$ cat src/design/ovl_pkg.sv
// ovl_pkg: shared types, codes and defaults for the ordered value list core
// no dependencies; imported by ovl_datapath, ovl_ctrl and the top level
package ovl_pkg;

    localparam int DEF_CAPACITY = 16;
    localparam int DATA_W       = 32;
    localparam int REQ_W        = 2;
    localparam int STAT_W       = 3;

    // request kinds carried on s_axis_tuser
    localparam logic [REQ_W-1:0] REQ_INSERT = 2'd0;
    localparam logic [REQ_W-1:0] REQ_DELETE = 2'd1;
    localparam logic [REQ_W-1:0] REQ_LIST   = 2'd2;

    // result status carried on m_axis_tuser
    localparam logic [STAT_W-1:0] ST_INSERTED  = 3'd0;
    localparam logic [STAT_W-1:0] ST_FULL      = 3'd1;
    localparam logic [STAT_W-1:0] ST_DELETED   = 3'd2;
    localparam logic [STAT_W-1:0] ST_NOT_FOUND = 3'd3;
    localparam logic [STAT_W-1:0] ST_ENTRY     = 3'd4;
    localparam logic [STAT_W-1:0] ST_EMPTY     = 3'd5;

    // controller to datapath
    typedef struct packed {
        logic              req_load;   // capture request value
        logic              idx_clr;    // walk index back to head
        logic              idx_inc;    // advance walk index
        logic              wr_en;      // write entry store
        logic              wr_shift;   // write address is index minus one, else count
        logic              cnt_inc;
        logic              cnt_dec;
        logic              emit;       // load output register
        logic [STAT_W-1:0] emit_status;
        logic              emit_entry; // data from the store, else zero
        logic              emit_last;
    } t_ovl_cmd;

    // datapath to controller
    typedef struct packed {
        logic cnt_zero;
        logic cnt_full;
        logic idx_end;   // index has reached the entry count
        logic idx_last;  // index points at the tail entry
        logic match;     // entry at index equals request value
        logic out_free;  // output register can take a result this cycle
    } t_ovl_sts;

endpackage

$ cat src/design/ovl_ram.sv
// ovl_ram: generic single-write, single-read RAM with registered read data
// no dependencies
module ovl_ram #(
    parameter int WIDTH = 32,
    parameter int DEPTH = 16,
    parameter int ADDR_W = (DEPTH > 1) ? $clog2(DEPTH) : 1
) (
    input  logic              i_clk,
    input  logic              i_wr_en,
    input  logic [ADDR_W-1:0] i_wr_addr,
    input  logic [WIDTH-1:0]  i_wr_data,
    input  logic [ADDR_W-1:0] i_rd_addr,
    output logic [WIDTH-1:0]  o_rd_data
);

    logic [WIDTH-1:0] r_mem [DEPTH];
    logic [WIDTH-1:0] r_rd_data;

    always_ff @(posedge i_clk) begin
        if (i_wr_en) begin
            r_mem[i_wr_addr] <= i_wr_data;
        end
        r_rd_data <= r_mem[i_rd_addr];
    end

    assign o_rd_data = r_rd_data;

endmodule

$ cat src/design/ovl_datapath.sv
// ovl_datapath: entry store, entry count, walk index, compare and output register
// depends on ovl_pkg and ovl_ram
module ovl_datapath #(
    parameter int CAPACITY = ovl_pkg::DEF_CAPACITY
) (
    input  logic                            i_clk,
    input  logic                            i_rst_n,
    input  ovl_pkg::t_ovl_cmd               i_cmd,
    output ovl_pkg::t_ovl_sts               o_sts,
    input  logic [ovl_pkg::DATA_W-1:0]      i_req_value,
    input  logic                            i_out_ready,
    output logic                            o_out_valid,
    output logic [ovl_pkg::STAT_W-1:0]      o_out_status,
    output logic [ovl_pkg::DATA_W-1:0]      o_out_data,
    output logic                            o_out_last
);
    import ovl_pkg::*;

    localparam int ADDR_W = (CAPACITY > 1) ? $clog2(CAPACITY) : 1;
    localparam int CNT_W  = $clog2(CAPACITY + 1);
    localparam int RAM_D  = 1 << ADDR_W;

    logic [CNT_W-1:0]  r_count, n_count;
    logic [CNT_W-1:0]  r_idx, n_idx;
    logic [DATA_W-1:0] r_value;
    logic              r_out_valid, n_out_valid;
    logic [STAT_W-1:0] r_out_status;
    logic [DATA_W-1:0] r_out_data;
    logic              r_out_last;

    logic [CNT_W-1:0]  idx_prev;
    logic [ADDR_W-1:0] wr_addr;
    logic [DATA_W-1:0] rd_data;
    logic              out_free;

    // next index drives the read port so that rd_data is the entry at r_idx
    always_comb begin
        n_idx = r_idx;
        if (i_cmd.idx_clr) begin
            n_idx = '0;
        end else if (i_cmd.idx_inc) begin
            n_idx = r_idx + CNT_W'(1);
        end
    end

    always_comb begin
        n_count = r_count;
        if (i_cmd.cnt_inc) begin
            n_count = r_count + CNT_W'(1);
        end else if (i_cmd.cnt_dec) begin
            n_count = r_count - CNT_W'(1);
        end
    end

    assign idx_prev = r_idx - CNT_W'(1);
    assign wr_addr  = i_cmd.wr_shift ? idx_prev[ADDR_W-1:0] : r_count[ADDR_W-1:0];

    ovl_ram #(
        .WIDTH (DATA_W),
        .DEPTH (RAM_D),
        .ADDR_W(ADDR_W)
    ) u_ram (
        .i_clk    (i_clk),
        .i_wr_en  (i_cmd.wr_en),
        .i_wr_addr(wr_addr),
        .i_wr_data(i_cmd.wr_shift ? rd_data : r_value),
        .i_rd_addr(n_idx[ADDR_W-1:0]),
        .o_rd_data(rd_data)
    );

    assign out_free = !r_out_valid || i_out_ready;

    always_comb begin
        n_out_valid = r_out_valid;
        if (i_cmd.emit) begin
            n_out_valid = 1'b1;
        end else if (i_out_ready) begin
            n_out_valid = 1'b0;
        end
    end

    always_ff @(posedge i_clk) begin
        if (!i_rst_n) begin
            r_count     <= '0;
            r_idx       <= '0;
            r_out_valid <= 1'b0;
        end else begin
            r_count     <= n_count;
            r_idx       <= n_idx;
            r_out_valid <= n_out_valid;
        end
    end

    always_ff @(posedge i_clk) begin
        if (i_cmd.req_load) begin
            r_value <= i_req_value;
        end
        if (i_cmd.emit) begin
            r_out_status <= i_cmd.emit_status;
            r_out_data   <= i_cmd.emit_entry ? rd_data : '0;
            r_out_last   <= i_cmd.emit_last;
        end
    end

    assign o_sts.cnt_zero = (r_count == '0);
    assign o_sts.cnt_full = (r_count == CNT_W'(CAPACITY));
    assign o_sts.idx_end  = (r_idx >= r_count);
    assign o_sts.idx_last = ({1'b0, r_idx} + (CNT_W + 1)'(1)) == {1'b0, r_count};
    assign o_sts.match    = (rd_data == r_value);
    assign o_sts.out_free = out_free;

    assign o_out_valid  = r_out_valid;
    assign o_out_status = r_out_status;
    assign o_out_data   = r_out_data;
    assign o_out_last   = r_out_last;

endmodule

$ cat src/design/ovl_ctrl.sv
// ovl_ctrl: request sequencer for insert, delete search and compaction, and listing
// depends on ovl_pkg
module ovl_ctrl (
    input  logic                       i_clk,
    input  logic                       i_rst_n,
    input  logic                       i_req_valid,
    input  logic [ovl_pkg::REQ_W-1:0]  i_req_type,
    output logic                       o_req_ready,
    input  ovl_pkg::t_ovl_sts          i_sts,
    output ovl_pkg::t_ovl_cmd          o_cmd
);
    import ovl_pkg::*;

    localparam logic [2:0] S_IDLE  = 3'd0;
    localparam logic [2:0] S_INS   = 3'd1;
    localparam logic [2:0] S_SRCH  = 3'd2;
    localparam logic [2:0] S_SHIFT = 3'd3;
    localparam logic [2:0] S_LIST  = 3'd4;

    logic [2:0] r_state, n_state;
    logic       accept;

    assign o_req_ready = (r_state == S_IDLE);
    assign accept      = i_req_valid && o_req_ready;

    always_comb begin
        n_state = r_state;
        o_cmd   = '0;
        case (r_state)
            S_IDLE: begin
                o_cmd.idx_clr  = 1'b1;
                o_cmd.req_load = accept;
                if (accept) begin
                    case (i_req_type)
                        REQ_INSERT: n_state = S_INS;
                        REQ_DELETE: n_state = S_SRCH;
                        REQ_LIST:   n_state = S_LIST;
                        default:    n_state = S_IDLE;
                    endcase
                end
            end
            S_INS: begin
                if (i_sts.out_free) begin
                    o_cmd.emit      = 1'b1;
                    o_cmd.emit_last = 1'b1;
                    n_state         = S_IDLE;
                    if (i_sts.cnt_full) begin
                        o_cmd.emit_status = ST_FULL;
                    end else begin
                        o_cmd.emit_status = ST_INSERTED;
                        o_cmd.wr_en       = 1'b1;
                        o_cmd.cnt_inc     = 1'b1;
                    end
                end
            end
            S_SRCH: begin
                if (i_sts.idx_end) begin
                    if (i_sts.out_free) begin
                        o_cmd.emit        = 1'b1;
                        o_cmd.emit_status = ST_NOT_FOUND;
                        o_cmd.emit_last   = 1'b1;
                        n_state           = S_IDLE;
                    end
                end else begin
                    o_cmd.idx_inc = 1'b1;
                    if (i_sts.match) begin
                        n_state = S_SHIFT;
                    end
                end
            end
            S_SHIFT: begin
                // each following entry moves down by one place
                if (i_sts.idx_end) begin
                    if (i_sts.out_free) begin
                        o_cmd.emit        = 1'b1;
                        o_cmd.emit_status = ST_DELETED;
                        o_cmd.emit_last   = 1'b1;
                        o_cmd.cnt_dec     = 1'b1;
                        n_state           = S_IDLE;
                    end
                end else begin
                    o_cmd.wr_en    = 1'b1;
                    o_cmd.wr_shift = 1'b1;
                    o_cmd.idx_inc  = 1'b1;
                end
            end
            S_LIST: begin
                if (i_sts.out_free) begin
                    o_cmd.emit = 1'b1;
                    if (i_sts.cnt_zero) begin
                        o_cmd.emit_status = ST_EMPTY;
                        o_cmd.emit_last   = 1'b1;
                        n_state           = S_IDLE;
                    end else begin
                        o_cmd.emit_status = ST_ENTRY;
                        o_cmd.emit_entry  = 1'b1;
                        o_cmd.emit_last   = i_sts.idx_last;
                        o_cmd.idx_inc     = 1'b1;
                        if (i_sts.idx_last) begin
                            n_state = S_IDLE;
                        end
                    end
                end
            end
            default: begin
                n_state = S_IDLE;
            end
        endcase
    end

    always_ff @(posedge i_clk) begin
        if (!i_rst_n) begin
            r_state <= S_IDLE;
        end else begin
            r_state <= n_state;
        end
    end

endmodule

$ cat src/design/ordered_value_list_core.sv
// ordered_value_list_core: top level of the bounded ordered list of signed values
// depends on ovl_pkg, ovl_ctrl, ovl_datapath (which holds ovl_ram)
//
//   port group | dir | tdata          | tuser             | tlast
//   s_axis     | in  | value [31:0]   | req_type [1:0]    | -
//   m_axis     | out | entry_value    | status [2:0]      | last result of a request
//
// a delete searches, then moves one entry per cycle toward the head; a list gives
// one result per entry or a single empty result; unused request code 3 gives no result
// synchronous active-low reset clears the entry count, the walk index, the sequencer and
// the output valid flag; the entry store is never read before it is written
// a result not taken holds the sequencer in place, which adds the stall to the
// request; a new request is taken once its last result is in the output register
module ordered_value_list_core #(
    parameter int CAPACITY = ovl_pkg::DEF_CAPACITY
) (
    input  logic                               i_clk,
    input  logic                               i_rst_n,
    // request channel
    input  logic                               s_axis_tvalid,
    output logic                               s_axis_tready,
    input  logic signed [ovl_pkg::DATA_W-1:0]  s_axis_tdata,   // value
    input  logic [ovl_pkg::REQ_W-1:0]          s_axis_tuser,   // req_type
    // result channel
    output logic                               m_axis_tvalid,
    input  logic                               m_axis_tready,
    output logic signed [ovl_pkg::DATA_W-1:0]  m_axis_tdata,   // entry_value
    output logic [ovl_pkg::STAT_W-1:0]         m_axis_tuser,   // status
    output logic                               m_axis_tlast    // last
);
    import ovl_pkg::*;

    t_ovl_cmd          cmd;
    t_ovl_sts          sts;
    logic [DATA_W-1:0] out_data;

    // sequencer: insert, search, shift, list states; one entry per cycle unless stalled
    ovl_ctrl u_ctrl (
        .i_clk      (i_clk),
        .i_rst_n    (i_rst_n),
        .i_req_valid(s_axis_tvalid),
        .i_req_type (s_axis_tuser),
        .o_req_ready(s_axis_tready),
        .i_sts      (sts),
        .o_cmd      (cmd)
    );

    // storage, count, walk index, compare and the output register
    ovl_datapath #(
        .CAPACITY(CAPACITY)
    ) u_datapath (
        .i_clk       (i_clk),
        .i_rst_n     (i_rst_n),
        .i_cmd       (cmd),
        .o_sts       (sts),
        .i_req_value (s_axis_tdata),
        .i_out_ready (m_axis_tready),
        .o_out_valid (m_axis_tvalid),
        .o_out_status(m_axis_tuser),
        .o_out_data  (out_data),
        .o_out_last  (m_axis_tlast)
    );

    assign m_axis_tdata = out_data;

endmodule

$ cat config.mk
export PLATFORM = sky130hd
export DESIGN_NAME = ordered_value_list_core
export DESIGN_NICKNAME = d
export VERILOG_FILES = /design/src/design/ovl_pkg.sv /design/src/design/ovl_ram.sv /design/src/design/ovl_datapath.sv /design/src/design/ovl_ctrl.sv /design/src/design/ordered_value_list_core.sv
export SDC_FILE = /design/constraint.sdc
export NUM_CORES = 1
export LEC_CHECK = 0
export ABC_AREA = 1
export BUFFER_PORTS_ARGS = -buffer_cell sky130_fd_sc_hd__clkbuf_2
export CAP_MARGIN = 5
export CELL_PAD_IN_SITES_DETAIL_PLACEMENT = 0
export CELL_PAD_IN_SITES_GLOBAL_PLACEMENT = 1
export CORE_ASPECT_RATIO = 1.5
export CORE_MARGIN = 4
export CORE_UTILIZATION = 50
export CTS_CLUSTER_DIAMETER = 120
export DETAILED_ROUTE_END_ITERATION = 10
export GPL_TIMING_DRIVEN = 0
export PLACE_DENSITY_LB_ADDON = 0.12
export SLEW_MARGIN = 20
export SYNTH_ARGS = -nofsm -noshare
export SYNTH_HDL_FRONTEND = slang
export SYNTH_HIERARCHICAL = 1
export SYNTH_SLANG_ARGS = --single-unit
$ cat constraint.sdc
create_clock -name i_clk -period 9.6 [get_ports i_clk]
set_input_delay 1.92 -clock i_clk [delete_from_list [all_inputs] [get_ports i_clk]]
set_output_delay 1.92 -clock i_clk [all_outputs]
set_load 0.03 [all_outputs]
Yosys cells after proc, flatten, opt, wreduce, memory -nomap -nowiden
Memory sizes are Yosys's and may differ from the RTL's. A register that Yosys moved wholly into a read port is not among the register bits.
Cells that the tools add are included.
{"block": "totals", "regBits": 82, "latchBits": 0, "mem_bits_rw": 512, "rom_bits": 0, "input_bits": 38, "output_inout_bits": 38, "wordCells": 88, "mem_count": 1}
{"memory": "u_datapath.u_ram.r_mem", "words": 16, "word_bits": 32, "rd": 1, "rd_ports_with_merged_regs": 1, "wr": 1, "line": "ovl_ram.sv:16", "source": "logic [WIDTH-1:0] r_mem [DEPTH];"}
{"block": "op_classes", "n_addsub": 5, "n_mul": 0, "div": 0, "n_lt_le_gt_ge": 1, "n_eq_ne": 14, "shift": 0, "mux": 46, "n_bitwise": 1, "reduce_logical": 11}
{"op": "32-bit == test", "count": 1}
{"op": "32-bit 2-to-1 mux", "count": 1}
{"op": "3-bit 2-to-1 mux", "count": 9}
{"op": "4-bit 2-to-1 mux", "count": 6}
{"op": "5-bit 2-to-1 mux", "count": 4}
{"op": "1-bit 2-to-1 mux", "count": 18}
{"op": "4-bit case mux with 4 select lines", "count": 1}
{"op": "3-bit case mux with 5 select lines", "count": 1}
{"op": "5-bit by 1-bit adder with 5-bit output (second input constant)", "count": 2}
{"op": "3-bit case mux with 3 select lines", "count": 1}
{"op": "5-bit by 1-bit adder with 6-bit output (second input constant)", "count": 1}
{"op": "3-bit by 2-bit == test with 1-bit output (second input constant)", "count": 2}
{"op": "6-bit by 5-bit == test with 1-bit output", "count": 1}
{"op": "6-bit 2-to-1 mux", "count": 1}
{"op": "1-bit case mux with 3 select lines", "count": 2}
{"op": "5-bit == test (second input constant)", "count": 1}
{"op": "5-bit >= comparator", "count": 1}
{"op": "5-bit logical NOT", "count": 1}
{"op": "5-bit AND reduction", "count": 1}
{"op": "5-bit by 1-bit subtractor with 5-bit output (second input constant)", "count": 1}
{"op": "2-bit inequality test (second input constant)", "count": 2}
{"op": "2-bit nonzero test", "count": 2}
{"op": "2-bit OR reduction", "count": 2}
{"op": "4-bit by 1-bit subtractor with 4-bit output (second input constant)", "count": 1}
{"op": "other kinds (15)", "count": 15}

Logic depth before layout (Yosys ltp)
Gate-level depths: netlist (run 1).
{"block": "logic_depth", "depth_word": 7, "depth_mapped": 20, "depth_no_buf": 17}

Hierarchy
Netlist (run 1), hierarchy kept.
{"module": "ovl_ram", "n_inst": 1, "cells_per_inst": 2120, "area_per_inst_um2": 22730.6, "seq_area_each_um2": 16015.4}
{"module": "ovl_datapath", "n_inst": 1, "cells_per_inst": 531, "area_per_inst_um2": 4254.1, "seq_area_each_um2": 2262.2}
{"module": "ovl_ctrl", "n_inst": 1, "cells_per_inst": 82, "area_per_inst_um2": 485.5, "seq_area_each_um2": 60.1}

Worst setup path before layout (run 1)
No wires, ideal clock.
{"block": "synth_path", "path_kind": "input port to flip-flop", "from": "input port s_axis_tvalid", "to": "register u_datapath.r_value[0], enable pin", "setup_time_ps": 461, "arrival_time_ps": 4180, "required_ps": 9139, "slack_ps": 4959, "cell_stages": 2, "path_buffers": 0, "path_cell_list": "inv_1 -> nor3_1"}
{"element": "from (decl)", "line": "ordered_value_list_core.sv:20", "source": "input logic s_axis_tvalid,"}
{"element": "to (signal assigned)", "line": "ovl_datapath.sv:96", "source": "r_value <= i_req_value;"}
{"element": "to (decl)", "line": "ovl_datapath.sv:25", "source": "logic [DATA_W-1:0] r_value;"}

==> impl_metrics.xml, run 1 <==
<?xml version="1.0" encoding="UTF-8"?>
<metrics>
  <group name="placed_design">
    <metric name="gp_routability_congestion" unit="">0.864</metric>
    <metric name="place.detailed.instances" unit="">3551</metric>
    <metric name="placed_cell_area" unit="mm²">0.0296</metric>
    <metric name="dp_hpwl" unit="µm">54200</metric>
    <metric name="port_buffers" unit="">75</metric>
  </group>
  <group name="power_and_ir_drop">
    <metric name="p_leak" unit="nW">13.7</metric>
    <metric name="total_switching_power" unit="mW">1.67</metric>
    <metric name="p_seq_share" unit="%">50.4</metric>
    <metric name="ir_worst_vdd" unit="V">0.000179</metric>
    <metric name="power.combinational.fraction" unit="%">12.4</metric>
    <metric name="clock_power_share" unit="%">37.2</metric>
    <metric name="powerDensity" unit="mW/mm²">201</metric>
    <metric name="cell_internal_pwr" unit="mW">4.67</metric>
    <metric name="switching_share" unit="%">26.4</metric>
    <metric name="post_layout_power" unit="mW">6.35</metric>
  </group>
  <group name="setup_path">
    <metric name="r2r_start" unit="">u_datapath/r_count[4]$_SDFFE_PN0P_</metric>
    <metric name="setup.worst_path.class" unit="">reg2reg</metric>
    <metric name="r2r_setup_slack" unit="ns">4.76</metric>
    <metric name="worst-endpoint-required" unit="ns">9.92</metric>
    <metric name="worstRegToRegCells" unit="">14</metric>
    <metric name="arrival_worst_endpoint" unit="ns">5.15</metric>
    <metric name="crit_path_max_fanout" unit="">15</metric>
    <metric name="endpoint_kind" unit="">register</metric>
    <metric name="worstSetupStartpointType" unit="">register</metric>
    <metric name="rr_endpoint" unit="">u_datapath/u_ram/r_mem[10][14]$_DFFE_PP_</metric>
  </group>
  <group name="cts">
    <metric name="clock_path_buffers" unit="">3</metric>
    <metric name="cts.hold.buffers_added" unit="">0</metric>
    <metric name="cts.repair_timing.setup_buffer_count" unit="">0</metric>
    <metric name="clock-root-buffer" unit="">clkbuf_16</metric>
    <metric name="deepest_level_of_the_cts_h_tree" unit="">2</metric>
    <metric name="cts_tree" unit="">yes</metric>
    <metric name="clk_latency" unit="ns">0.63</metric>
    <metric name="post_cts.resized_instances" unit="">0</metric>
    <metric name="number_of_buffers_created_by_cts" unit="">59</metric>
    <metric name="clock_sink_count" unit="">626</metric>
    <metric name="cts.reportedPaths.clkPinSlew" unit="ns">0.06</metric>
  </group>
  <group name="final_layout">
    <metric name="layout.nets" unit="">2966</metric>
    <metric name="n_fill_cell" unit="">4538</metric>
    <metric name="finish.cell_count_without_fillers" unit="">3661</metric>
    <metric name="area.growth.synth_to_final" unit="%">14.8</metric>
    <metric name="most-common-layout-cells" unit="">nand2_1 (889), edfxtp_1 (580), inv_1 (506)</metric>
    <metric name="antenna_cells_inserted" unit="">0</metric>
    <metric name="layout_commonest_cell" unit="">nand2_1</metric>
    <metric name="final_layout_size_suffix_gt1_share" unit="%">11.7</metric>
    <metric name="layout.core_utilization" unit="%">57.9</metric>
    <metric name="finalInstanceArea" unit="mm²">0.0315</metric>
  </group>
  <group name="synth">
    <metric name="synth.yosys.seq_area_share" unit="%">66.8</metric>
    <metric name="synth_fp_nets" unit="">2782</metric>
    <metric name="cells_after_synth" unit="">2733</metric>
    <metric name="synth.avg_cell_area" unit="µm²">10.1</metric>
    <metric name="post_synth_num_cell_types" unit="">41</metric>
    <metric name="postSynthRegisterBits" unit="">626</metric>
    <metric name="synth_area" unit="mm²">0.0275</metric>
    <metric name="async_reset_ff_share" unit="%">0</metric>
    <metric name="synth_ff_type" unit="">edfxtp_1</metric>
    <metric name="yosysTopAreaCell" unit="">edfxtp_1</metric>
    <metric name="post-synth-top-area-fraction" unit="%">63.4</metric>
    <metric name="synth_warnings" unit="">6</metric>
    <metric name="number_of_enable_type_register_cells_in_the_synthesized_netlist" unit="">580</metric>
    <metric name="synthTopCellsByArea" unit="">edfxtp_1 (63%), nand2_1 (12%), nand3_1 (7.3%)</metric>
  </group>
  <group name="grt">
    <metric name="grt.overflow.total" unit="">0</metric>
    <metric name="grt_first_pass_wirelength" unit="µm">116000</metric>
    <metric name="antenna_found_initial" unit="">0</metric>
    <metric name="overall_global_routing_resource_usage" unit="%">26.8</metric>
    <metric name="first_global_vias" unit="">18556</metric>
    <metric name="grt_max_degree" unit="">38</metric>
  </group>
  <group name="floorplan">
    <metric name="rows" unit="">105</metric>
    <metric name="core_area" unit="mm²">0.0545</metric>
    <metric name="floorplan.io_pins" unit="">76</metric>
    <metric name="fp.dieArea" unit="mm²">0.0588</metric>
    <metric name="floorplan.initialDensity" unit="%">50.4</metric>
    <metric name="die_w" unit="µm">199</metric>
    <metric name="vertical_die_dimension" unit="µm">295</metric>
  </group>
  <group name="timing">
    <metric name="period_minus_slack" unit="ns">4.84</metric>
    <metric name="max_slew_violations" unit="">0</metric>
    <metric name="final.setup.tns" unit="ns">0</metric>
    <metric name="finalHoldViolations" unit="">0</metric>
    <metric name="timing.fmax" unit="MHz">207</metric>
    <metric name="fin_worst_skew" unit="ns">0.0237</metric>
    <metric name="grt_setup_unrepaired" unit="">false</metric>
    <metric name="post-route-period-util" unit="%">50.4</metric>
    <metric name="tightest_slew" unit="ns">1.04</metric>
    <metric name="setup_viol" unit="">0</metric>
    <metric name="max_slew_margin" unit="%">30.4</metric>
  </group>
  <group name="drt">
    <metric name="totalWireLength" unit="µm">79200</metric>
    <metric name="detail_route.wl_per_cell" unit="µm">21.6</metric>
    <metric name="drt_first_iter_violations" unit="">1515</metric>
    <metric name="wl_met2" unit="µm">39700</metric>
    <metric name="met3_length" unit="µm">4780</metric>
    <metric name="top_layer" unit="">met4</metric>
    <metric name="detailed_routing_wirelength_on_met1" unit="µm">31300</metric>
    <metric name="drt-pass1-iter-count" unit="">6</metric>
    <metric name="final_antenna_net_count" unit="">0</metric>
    <metric name="post-route-drc-count" unit="">0</metric>
    <metric name="routed-via-count" unit="">19212</metric>
    <metric name="mean_number_of_vias_per_cell" unit="">5.25</metric>
  </group>
  <group name="outcome">
    <metric name="run_status" unit="">complete, no violations</metric>
  </group>
  <group name="min_path">
    <metric name="min-delay-start" unit="">u_datapath/o_out_valid$_SDFFE_PN0P_</metric>
    <metric name="worst_hold_path.num_cells" unit="">2</metric>
    <metric name="timing.hold.worst.class" unit="">reg2reg</metric>
    <metric name="endpoint_worst_hold" unit="">u_datapath/o_out_valid$_SDFFE_PN0P_</metric>
  </group>
  <group name="flow_run">
    <metric name="max_cap_viol_count" unit="">0</metric>
  </group>
</metrics>
-- critical path, stage by stage, from the launching register on --
cell and delay (ns):
dfxtp_1 0.43, inv_1 0.11, ha_1 0.33, nand2_1 0.08, o311ai_0 0.61, clkinv_1 0.36, nand2_4 0.19, inv_1 0.05
buf_2 0.22, inv_1 0.35, o21ai_0 0.26, nand3b_1 0.48, nor2_4 0.61, buf_16 0.23, buf_16 0.17
-- power groups by stage --
| stage | combinational, mW | clock [mW] | sequential [mW] |
|---|---|---|---|
| finish | 0.786 | 2.36 | 3.20 |
| global route | 0.857 | 2.52 | 3.21 |
| CTS | 0.793 | 2.41 | 3.20 |
| detailed placement | 0.791 | 0 | 3.26 |
| global placement | 0.739 | 0 | 3.27 |
| floorplan | 0.410 | 0 | 3.31 |
-- flip-flops by register name, summed over array words and instances, names as in the netlist --
register / cells
u_datapath/o_out_valid: 1
u_datapath/r_count: 5
u_ctrl/r_state: 3
u_datapath/u_ram/o_rd_data: 32
u_datapath/o_out_data: 32
u_datapath/r_idx: 5
u_datapath/u_ram/r_mem: 512
u_datapath/r_value: 32
u_datapath/o_out_status: 3
u_datapath/o_out_last: 1
-- cells by family (layout without fill, tap and decap cells) --
| kind of cell | count (synthesis) | after routing | synth area share, % |
|---|---|---|---|
| simple gates | 1390 | 1390 | 21.2 |
| buf+inv | 637 | 870 | 9.97 |
| flops | 626 | 626 | 66.8 |
| compound gates | 61 | 61 | 1.22 |
| fa+ha+maj | 11 | 11 | 0.528 |
| xor+xnor | 8 | 8 | 0.282 |
-- cell usage after synthesis, types with 3 or more instances --
| cell type | number |
|---|---|
| a21oi_1 | 11 |
| buf_1 | 15 |
| buf_2 | 45 |
| buf_4 | 8 |
| buf_6 | 32 |
| clkbuf_1 | 21 |
| dfxtp_1 | 46 |
| edfxtp_1 | 580 |
| ha_1 | 10 |
| inv_1 | 506 |
| inv_2 | 6 |
| nand2_1 | 890 |
| nand2_2 | 3 |
| nand2_4 | 3 |
| nand3_1 | 399 |
| nand3b_1 | 3 |
| nand4_1 | 5 |
| nor2_1 | 68 |
| nor2_2 | 4 |
| nor2_4 | 3 |
| nor3_1 | 6 |
| nor4_1 | 3 |
| o21ai_0 | 37 |
| xor2_1 | 5 |
-- metrics by stage --
step	setup slack, ns	hold WS [ns]
floorplan	4.96	0.471
global placement	1.86	0.493
detailed placement	4.25	0.498
CTS	4.76	0.506
global route	4.43	0.550
finish	4.76	0.507
-- area by class of cell --
class	instances	area, µm²	area share (%)
Clock buffer	73	1550	4.91
Sequential cell	626	18300	58.1
Multi-Input combinational cell	1470	6530	20.7
Timing Repair Buffer	123	1120	3.54
Inverter	515	1940	6.14
Tap cell	695	870	2.76
Clock inverter	37	407	1.29
Buffer	122	801	2.54
-- layer usage --
layer | GRT usage, % | up-vias
met1 | 34.5 | 9175
met3 | 3.17 | 171
li1 | - | 9133
met4 | 11.0 | 0
met2 | 46.1 | 733
met5 | 0 | -
-- worst max path at each step --
stage / start / endpoint / slack (ns) / cells after the start
floorplan: s_axis_tvalid / u_datapath/r_value[0]$_DFFE_PP_ / 4.96 / 2
global placement: s_axis_tvalid / u_datapath/r_value[16]$_DFFE_PP_ / 1.86 / 3
detailed placement: m_axis_tready / u_datapath/u_ram/o_rd_data[10]$_DFF_P_ / 4.25 / 15
CTS: u_datapath/r_count[4]$_SDFFE_PN0P_ / u_datapath/u_ram/r_mem[10][14]$_DFFE_PP_ / 4.76 / 14
global route: u_datapath/r_count[4]$_SDFFE_PN0P_ / u_datapath/u_ram/r_mem[10][15]$_DFFE_PP_ / 4.43 / 14
finish: u_datapath/r_count[4]$_SDFFE_PN0P_ / u_datapath/u_ram/r_mem[10][14]$_DFFE_PP_ / 4.76 / 14
Note: power is estimated with default switching activity, not from simulation.
==> inputs of run 2 (changes only) <==
CORE_UTILIZATION = 45   (was 50)
clock period = 4.4 ns   (was 9.6 ns; I/O delays follow)
==> run 2 against run 1 <==
  * First-iteration DRC count up 17%
  * Cell area up 0.76%
  * Sequential share of layout area down 0.44 points
  * Clock skew down 0.0015 ns
  * Final cell count up 2.8%
  * Register-to-register slack worse by 4.5 ns
  * Fmax up 17%
  * Hold slack worse by 0.081 ns
  * Total power up 120%
  * Global-route usage down 1.5 points
  * Clock power up 110%
  * Largest cell class unchanged
  * Largest power group unchanged
==> impl_metrics.xml, run 2 (synthesis results as in run 1) <==
<?xml version="1.0" encoding="UTF-8"?>
<metrics>
  <group name="placed_design">
    <metric name="placed_cell_area" unit="mm²">0.0297</metric>
    <metric name="dp_hpwl" unit="µm">56600</metric>
    <metric name="place.detailed.instances" unit="">3638</metric>
    <metric name="gp_routability_congestion" unit="">0.830</metric>
    <metric name="preCtsSetupSlack" unit="ns">-0.431</metric>
    <metric name="port_buffers" unit="">75</metric>
  </group>
  <group name="timing">
    <metric name="period_minus_slack" unit="ns">4.15</metric>
    <metric name="tightest_slew" unit="ns">1.07</metric>
    <metric name="grt_setup_unrepaired" unit="">false</metric>
    <metric name="finalHoldViolations" unit="">0</metric>
    <metric name="max_slew_violations" unit="">0</metric>
    <metric name="post-route-period-util" unit="%">94.3</metric>
    <metric name="layout_setup_ws" unit="ns">0.253</metric>
    <metric name="fin_worst_skew" unit="ns">0.0222</metric>
    <metric name="whs" unit="ns">0.427</metric>
    <metric name="timing.fmax" unit="MHz">241</metric>
    <metric name="max_slew_margin" unit="%">28.3</metric>
    <metric name="final.setup.tns" unit="ns">0</metric>
    <metric name="setup_viol" unit="">0</metric>
  </group>
  <group name="cts">
    <metric name="clk_latency" unit="ns">0.62</metric>
    <metric name="cts_tree" unit="">yes</metric>
    <metric name="number_of_buffers_created_by_cts" unit="">60</metric>
    <metric name="clock_path_buffers" unit="">3</metric>
    <metric name="clock-root-buffer" unit="">clkbuf_16</metric>
    <metric name="clock_sink_count" unit="">626</metric>
    <metric name="cts.reportedPaths.clkPinSlew" unit="ns">0.06</metric>
    <metric name="deepest_level_of_the_cts_h_tree" unit="">2</metric>
  </group>
  <group name="floorplan">
    <metric name="fp.dieArea" unit="mm²">0.0651</metric>
    <metric name="die_w" unit="µm">210</metric>
    <metric name="core_area" unit="mm²">0.0603</metric>
    <metric name="rows" unit="">110</metric>
    <metric name="floorplan.initialDensity" unit="%">45.6</metric>
    <metric name="floorplan.io_pins" unit="">76</metric>
    <metric name="vertical_die_dimension" unit="µm">311</metric>
  </group>
  <group name="setup_path">
    <metric name="crit_path_top_delay_cell" unit="">buf_1</metric>
    <metric name="worstSetupStartpointType" unit="">register</metric>
    <metric name="critical-path-max-stage-delay" unit="ns">0.75</metric>
    <metric name="arrival_worst_endpoint" unit="ns">4.64</metric>
    <metric name="critical_path.startpoint" unit="">u_datapath/r_count[4]$_SDFFE_PN0P_</metric>
    <metric name="r2r_start" unit="">u_datapath/r_count[4]$_SDFFE_PN0P_</metric>
    <metric name="timing.critical_path.buf_inv" unit="">4</metric>
    <metric name="cp_cell_sequence" unit="">inv_1, ha_1, nand2_1, o311ai_1, o22ai_1, inv_1, nor2_1, nor3_1, buf_2, buf_1, nand3_1, nand3_1, nand2_1</metric>
    <metric name="endpoint_kind" unit="">register</metric>
    <metric name="setup.worst_path.class" unit="">reg2reg</metric>
    <metric name="crit_path_max_fanout" unit="">10</metric>
    <metric name="worst-endpoint-required" unit="ns">4.90</metric>
    <metric name="critical_path.top_delay_family" unit="">buffers and inverters</metric>
  </group>
  <group name="drt">
    <metric name="mean_number_of_vias_per_cell" unit="">5.14</metric>
    <metric name="drt-pass1-iter-count" unit="">6</metric>
    <metric name="totalWireLength" unit="µm">83300</metric>
    <metric name="drt_first_iter_violations" unit="">1769</metric>
    <metric name="post-route-drc-count" unit="">0</metric>
    <metric name="detail_route.wl_per_cell" unit="µm">22.1</metric>
    <metric name="routed-via-count" unit="">19354</metric>
    <metric name="final_antenna_net_count" unit="">0</metric>
  </group>
  <group name="final_layout">
    <metric name="multi_input_area" unit="mm²">0.00653</metric>
    <metric name="finalInstanceArea" unit="mm²">0.0318</metric>
    <metric name="layout_commonest_cell" unit="">nand2_1</metric>
    <metric name="antenna_cells_inserted" unit="">0</metric>
    <metric name="layout.core_utilization" unit="%">52.7</metric>
    <metric name="area.growth.synth_to_final" unit="%">15.7</metric>
    <metric name="largest_register" unit="">u_datapath/u_ram/r_mem</metric>
    <metric name="n_fill_cell" unit="">5383</metric>
    <metric name="layout.nets" unit="">2978</metric>
    <metric name="finish.cell_count_without_fillers" unit="">3764</metric>
    <metric name="most-common-layout-cells" unit="">nand2_1 (889), edfxtp_1 (580), inv_1 (506)</metric>
    <metric name="final_layout_size_suffix_gt1_share" unit="%">11.9</metric>
    <metric name="ff_latch_area" unit="mm²">0.0183</metric>
    <metric name="number_of_flip_flops_under_the_largest_register_name" unit="">512</metric>
  </group>
  <group name="grt">
    <metric name="first_global_vias" unit="">18949</metric>
    <metric name="grt.overflow.total" unit="">0</metric>
    <metric name="antenna_found_initial" unit="">0</metric>
    <metric name="grt_first_pass_wirelength" unit="µm">122000</metric>
    <metric name="grt_max_degree" unit="">38</metric>
    <metric name="overall_global_routing_resource_usage" unit="%">25.2</metric>
  </group>
  <group name="outcome">
    <metric name="run_status" unit="">complete, no violations</metric>
  </group>
  <group name="power_and_ir_drop">
    <metric name="p_leak" unit="nW">13.8</metric>
    <metric name="powerDensity" unit="mW/mm²">430</metric>
    <metric name="post_layout_power" unit="mW">13.7</metric>
    <metric name="ir_worst_vdd" unit="V">0.000361</metric>
  </group>
  <group name="flow_run">
    <metric name="max_cap_viol_count" unit="">0</metric>
  </group>
  <group name="min_path">
    <metric name="timing.hold.worst.class" unit="">in2reg</metric>
    <metric name="min-delay-start" unit="">s_axis_tdata[30]</metric>
  </group>
</metrics>
## run 2: changes by cell type in the layout (fill, tap and decap cells not counted), moves of 4 or more
cell        delta
buf_16         -4
clkbuf_8       +4
buf_12        +15
bufinv_16      -4
clkinv_1       +4
clkinvlp_4     -7
clkbuf_1       +6
clkinv_2       +7
clkinv_4       -6
## run 2: layout make-up
class | count | area share (%)
well taps | 784 | 3.09
inverters | 515 | 6.10
clock inverters | 28 | 0.610
repair buffers | 135 | 4.18
plain buffers | 121 | 2.51
clock buffers | 85 | 5.27
flip-flops and latches | 626 | 57.7
multi-input cells | 1470 | 20.6
## run 2: final timing paths
kind	to	slack (ns)	cells after the start
worst min register to register	u_datapath/o_out_valid$_SDFFE_PN0P_	0.49	2
worst min-delay path	u_datapath/r_value[30]$_DFFE_PP_	0.43	1
worst max register to register	u_datapath/u_ram/o_rd_data[23]$_DFF_P_	0.25	13
worst max-delay path	u_datapath/u_ram/o_rd_data[23]$_DFF_P_	0.25	13
## run 2: routing by layer
metal / global-route usage, % / routed length, µm / vias to the layer above
met3: 2.80 / 4630 / 170
met1: 31.5 / 32500 / 9351
li1: - / - / 9141
met2: 45.4 / 42800 / 692
met4: 9.01 / 3360 / 0
met5: 0 / 0 / -
## run 2: report_power, final
group	total [mW]	switching (mW)	internal (mW)
clock	4.96	2.20	2.76
sequential	6.98	0.132	6.85
combinational	1.73	1.27	0.463
total	13.7	3.60	10.1
## run 2: timing repair
| action | CTS | global route |
|---|---|---|
| setup endpoints to repair | 362 | 574 |
| pin swaps | 11 | 1 |
| gates resized for setup | 0 | 1 |
| hold buffers | 0 | 0 |
| buffers inserted | 13 | 1 |
